--- config.mk ---
export PLATFORM = sky130hd
export DESIGN_NAME = lps_ctrl
export DESIGN_NICKNAME = d
export VERILOG_FILES = /design/src/hdl/lps_pkg.sv /design/src/hdl/lps_ctrl.sv
export SDC_FILE = /design/constraint.sdc
export NUM_CORES = 1
export LEC_CHECK = 0
export BUFFER_PORTS_ARGS = -buffer_cell sky130_fd_sc_hd__buf_4
export CORE_AREA = 2 2 39 41
export CTS_CLUSTER_SIZE = 8
export DETAILED_ROUTE_END_ITERATION = 10
export DIE_AREA = 0 0 41 43
export GPL_ROUTABILITY_DRIVEN = 0
export PLACE_DENSITY_LB_ADDON = 0.1
export SLEW_MARGIN = 10
export SYNTH_ARGS = -nofsm -noshare
export SYNTH_HDL_FRONTEND = slang
export SYNTH_SLANG_ARGS = --single-unit
--- constraint.sdc ---
create_clock -name clk -period 3.2 [get_ports clk]
set_input_delay 0.48 -clock clk [delete_from_list [all_inputs] [get_ports clk]]
set_output_delay 0.48 -clock clk [all_outputs]
set_load 0.005 [all_outputs]
--- src/hdl/lps_pkg.sv ---
// Shared constants, types and helpers for the lexicographic point sorter.
`default_nettype none

package lps_pkg;

    localparam int POINTS      = 64;
    localparam int IDX_W       = $clog2(POINTS);
    localparam int CNT_W       = $clog2(POINTS + 1);
    localparam int COORD_W     = 32;
    localparam int INDEX_OUT_W = 6;

    typedef logic [COORD_W-1:0] coord_t;
    typedef logic [IDX_W-1:0]   idx_t;
    typedef logic [CNT_W-1:0]   cnt_t;

    typedef struct packed {
        coord_t x;
        coord_t y;
        coord_t z;
    } point_t;

    // Sort key: sign-flipped coordinates so an unsigned compare orders them as
    // signed, then the load index to break ties and keep load order.
    typedef struct packed {
        coord_t kx;
        coord_t ky;
        coord_t kz;
        idx_t   idx;
    } key_t;

    typedef enum logic [1:0] {
        ST_LOAD,
        ST_SCAN,
        ST_DRAIN,
        ST_EMIT
    } state_t;

    // Commands from the controller to the datapath
    typedef struct packed {
        logic load;
        logic start_scan;
        logic scan_step;
        logic emit_done;
        logic clear_count;
    } cmd_t;

    // Status from the datapath to the controller
    typedef struct packed {
        logic issue_last;
        logic out_last;
    } status_t;

    // Toggle the sign bit: maps two's complement order onto unsigned order.
    function automatic coord_t flip_sign(input coord_t v);
        return v ^ {1'b1, {(COORD_W-1){1'b0}}};
    endfunction

endpackage

`default_nettype wire

--- src/hdl/lps_ctrl.sv ---
// Controller state machine: load, scan for next key, drain, emit.
`default_nettype none

module lps_ctrl (
    input  wire logic             clk,
    input  wire logic             rst_n,
    input  wire logic             in_valid,
    input  wire logic             in_last,
    input  wire logic             out_ready,
    input  wire lps_pkg::status_t status,
    output lps_pkg::cmd_t         cmd,
    output logic                  in_ready,
    output logic                  out_valid
);

    lps_pkg::state_t state_reg;
    lps_pkg::state_t state_next;

    // State register
    always_ff @(posedge clk or negedge rst_n)
    begin
        if (!rst_n)
        begin
            state_reg <= lps_pkg::ST_LOAD;
        end
        else
        begin
            state_reg <= state_next;
        end
    end

    // Next state
    always_comb
    begin
        state_next = state_reg;
        unique case (state_reg)
            lps_pkg::ST_LOAD:
            begin
                if (in_valid && in_last)
                begin
                    state_next = lps_pkg::ST_SCAN;
                end
            end
            lps_pkg::ST_SCAN:
            begin
                if (status.issue_last)
                begin
                    state_next = lps_pkg::ST_DRAIN;
                end
            end
            lps_pkg::ST_DRAIN:
            begin
                state_next = lps_pkg::ST_EMIT;
            end
            lps_pkg::ST_EMIT:
            begin
                if (out_ready)
                begin
                    state_next = status.out_last ? lps_pkg::ST_LOAD : lps_pkg::ST_SCAN;
                end
            end
            default:
            begin
                state_next = lps_pkg::ST_LOAD;
            end
        endcase
    end

    // Outputs and datapath commands
    always_comb
    begin
        cmd       = '0;
        in_ready  = 1'b0;
        out_valid = 1'b0;
        unique case (state_reg)
            lps_pkg::ST_LOAD:
            begin
                in_ready       = 1'b1;
                cmd.load       = in_valid;
                cmd.start_scan = in_valid && in_last;
            end
            lps_pkg::ST_SCAN:
            begin
                cmd.scan_step = 1'b1;
            end
            lps_pkg::ST_DRAIN:
            begin
                cmd = '0;
            end
            lps_pkg::ST_EMIT:
            begin
                out_valid       = 1'b1;
                cmd.emit_done   = out_ready;
                cmd.clear_count = out_ready && status.out_last;
                cmd.start_scan  = out_ready && !status.out_last;
            end
            default:
            begin
                cmd = '0;
            end
        endcase
    end

endmodule

`default_nettype wire

==> results.yml <==
routing:
  drt_pre_antenna_iters: 4
  dr_total_vias: 218
  wl_per_cell_um: 9.54
  drt-total-wl_um: 534
  ant_nets: 0
  drtIter0Drc: 2
  drc: 0
  vias_per_cell: 3.89
sta:
  finalCriticalPeriod_ns: 1.80
  finalHoldViolCount: 0
  fin_crit_sh_pct: 56.3
  setup_viol: 0
  finalSetupTns_ns: 0
  fmax_mhz: 555
  drv_slew: 0
  rsz0062_at_grt: "false"
  slew_headroom_pct: 71.6
  skew_ns: 0.000239
  worst_slew_pin_slew_ns: 0.426
floorplan:
  die_h_um: 43
  die-width_um: 41
  placeableCoreArea_um2: 1380
  ios: 14
  start_util_pct: 15.8
  die_area_um2: 1760
  rows: 14
global_route:
  overflow: 0
  grt_first_pass_wirelength_um: 669
  track_usage_pct: 6.43
  grt_pass1_vias: 173
  grt_max_degree: 8
  antenna_found_initial: 0
clocking:
  cts_hold_buf: 0
  htree_levels: 1
  post_cts_buffers: 0
  clk_path_buf_depth: 2
  clk_latency_ns: 0.22
  cts_resized: 0
  cts-root-buf: "clkbuf_4"
  clkSinkCount: 2
  clkTransAtPathRegs_ns: 0.03
  cts-buffers-inserted: 3
  cts_tree: "yes"
worst_setup_path:
  crit_fanout: 4
  reg2reg_depth: 3
  cp-start-kind: "flop"
  timing.rr.start: "state_reg[0]"
  cp-end-kind: "output pin"
  r2r_setup_slack_ns: 1.52
  critical_path_class: "flop to output pin"
  required_ns: 2.72
  worstPathArrival_ns: 1.32
  worstReg2RegEnd: "state_reg[1]"
synthesis:
  syn_area_um2: 219
  yosys.area.top_type_share_pct: 28.6
  ys_top_cells_by_area: "ha_1, dfrtp_1, mux2_2, inv_1, a222oi_1"
  ys_seq_area_share_pct: 22.9
  syn_nets: 36
  yosysTopAreaCell: "ha_1"
  synthCells: 24
  ys_ff_latch: 2
  synth.distinct_cells: 13
  yosys_warnings: 0
  syn_avg_cell_area_um2: 9.12
finish:
  final_cell_mix: "buf_4, inv_1, ha_1"
  syn_to_final_growth_pct: 64.0
  drive_gt1_share_pct: 50.0
  nFillCells: 159
  final_core_util_pct: 25.9
  final-seq-area_um2: 50.0
  instances_no_fill: 56
  multiInputGateArea_um2: 150
  largest_reg_flops: 2
  mostFrequentLayoutCell: "buf_4"
  diodes: 0
  fin_nets: 54
placed_design:
  port_buffers: 13
  hpwlAfterDp_um: 433
  place_inst: 53
power:
  cellPowerDensity_nw_per_um2: 831
  power.ir.vdd_worst_mv: 0.351
  p_leak_nw: 0.196
status:
  status: "finished, final reports clean"
job:
  max_cap_violations: 0
hold_path:
  holdCritPathClass: "primary input to asynchronous set/reset pin"
-- cells in the mapped netlist, drive strengths merged --
library cell  number
dfrtp              2
and3               1
nand3b             1
inv                5
nand3              1
and2               2
a21oi              1
mux2               2
ha                 5
a222oi             1
o221ai             1
nand2              2
-- per-stage QoR --
stage | worst slack, ns | area, um^2 | hold slack, ns | power [W]
6_report | 1.40 | 359 | 0.0305 | 0.000299
5_1_grt | 1.25 | 359 | 0.0120 | 0.000338
4_1_cts | 1.37 | 359 | 0.0190 | 0.000308
3_5_place_dp | 1.50 | 337 | 0.264 | 0.000247
3_3_place_gp | 1.54 | 337 | 0.264 | 0.000249
2_1_floorplan | 1.61 | 219 | 0.184 | 0.000169
-- cell type report --
type	count	share of cell area [%]
Timing Repair Buffer	13	27.2
Sequential cell	2	13.9
Tap cell	16	5.57
Inverter	5	5.23
Clock buffer	3	6.27
Multi-Input combinational cell	17	41.8
-- worst max-delay path: stages (launching register included) --
cell and delay [ns]:
dfrtp_1 0.40, inv_1 0.13, ha_1 0.21, nand3_1 0.08
a21oi_1 0.15, buf_4 0.13
-- power by group --
part / switching, W / internal (W) / total, W
combinational: 0.0000770 / 0.000107 / 0.000184
clock: 0.0000153 / 0.0000415 / 0.0000568
sequential: 0.0000177 / 0.0000403 / 0.0000580
-- worst max-delay path by stage --
stage | from | to | slack (ns) | cells past startpoint
after floorplan | state_reg[0] | state_reg[0] | 1.61 | 3
after global placement | state_reg[0] | state_reg[0] | 1.54 | 3
after detailed placement | state_reg[0] | state_reg[1] | 1.50 | 3
after CTS | state_reg[0] | cmd[3] | 1.37 | 4
after global routing | state_reg[0] | cmd[3] | 1.25 | 5
final | state_reg[1] | cmd[3] | 1.40 | 5
-- layer usage --
metal  vias to the layer above  routed length [um]  track usage, %
li1                        114                   -               -
met1                        92                 218            6.11
met2                        12                 249            9.38
met3                         0                  66            3.14
met4                         0                   0            6.00
met5                         -                   0               0
-- cell families (layout without fill, tap and decap cells) --
| logic type | after synthesis | after routing | synth area share, % |
|---|---|---|---|
| mux | 2 | 2 | 10.3 |
| simple gates | 7 | 7 | 18.9 |
| buf+inv | 5 | 21 | 8.57 |
| fa+ha+maj | 5 | 5 | 28.6 |
| flops | 2 | 2 | 22.9 |
| compound gates | 3 | 3 | 10.9 |
Note: power is estimated with default switching activity, not from simulation.
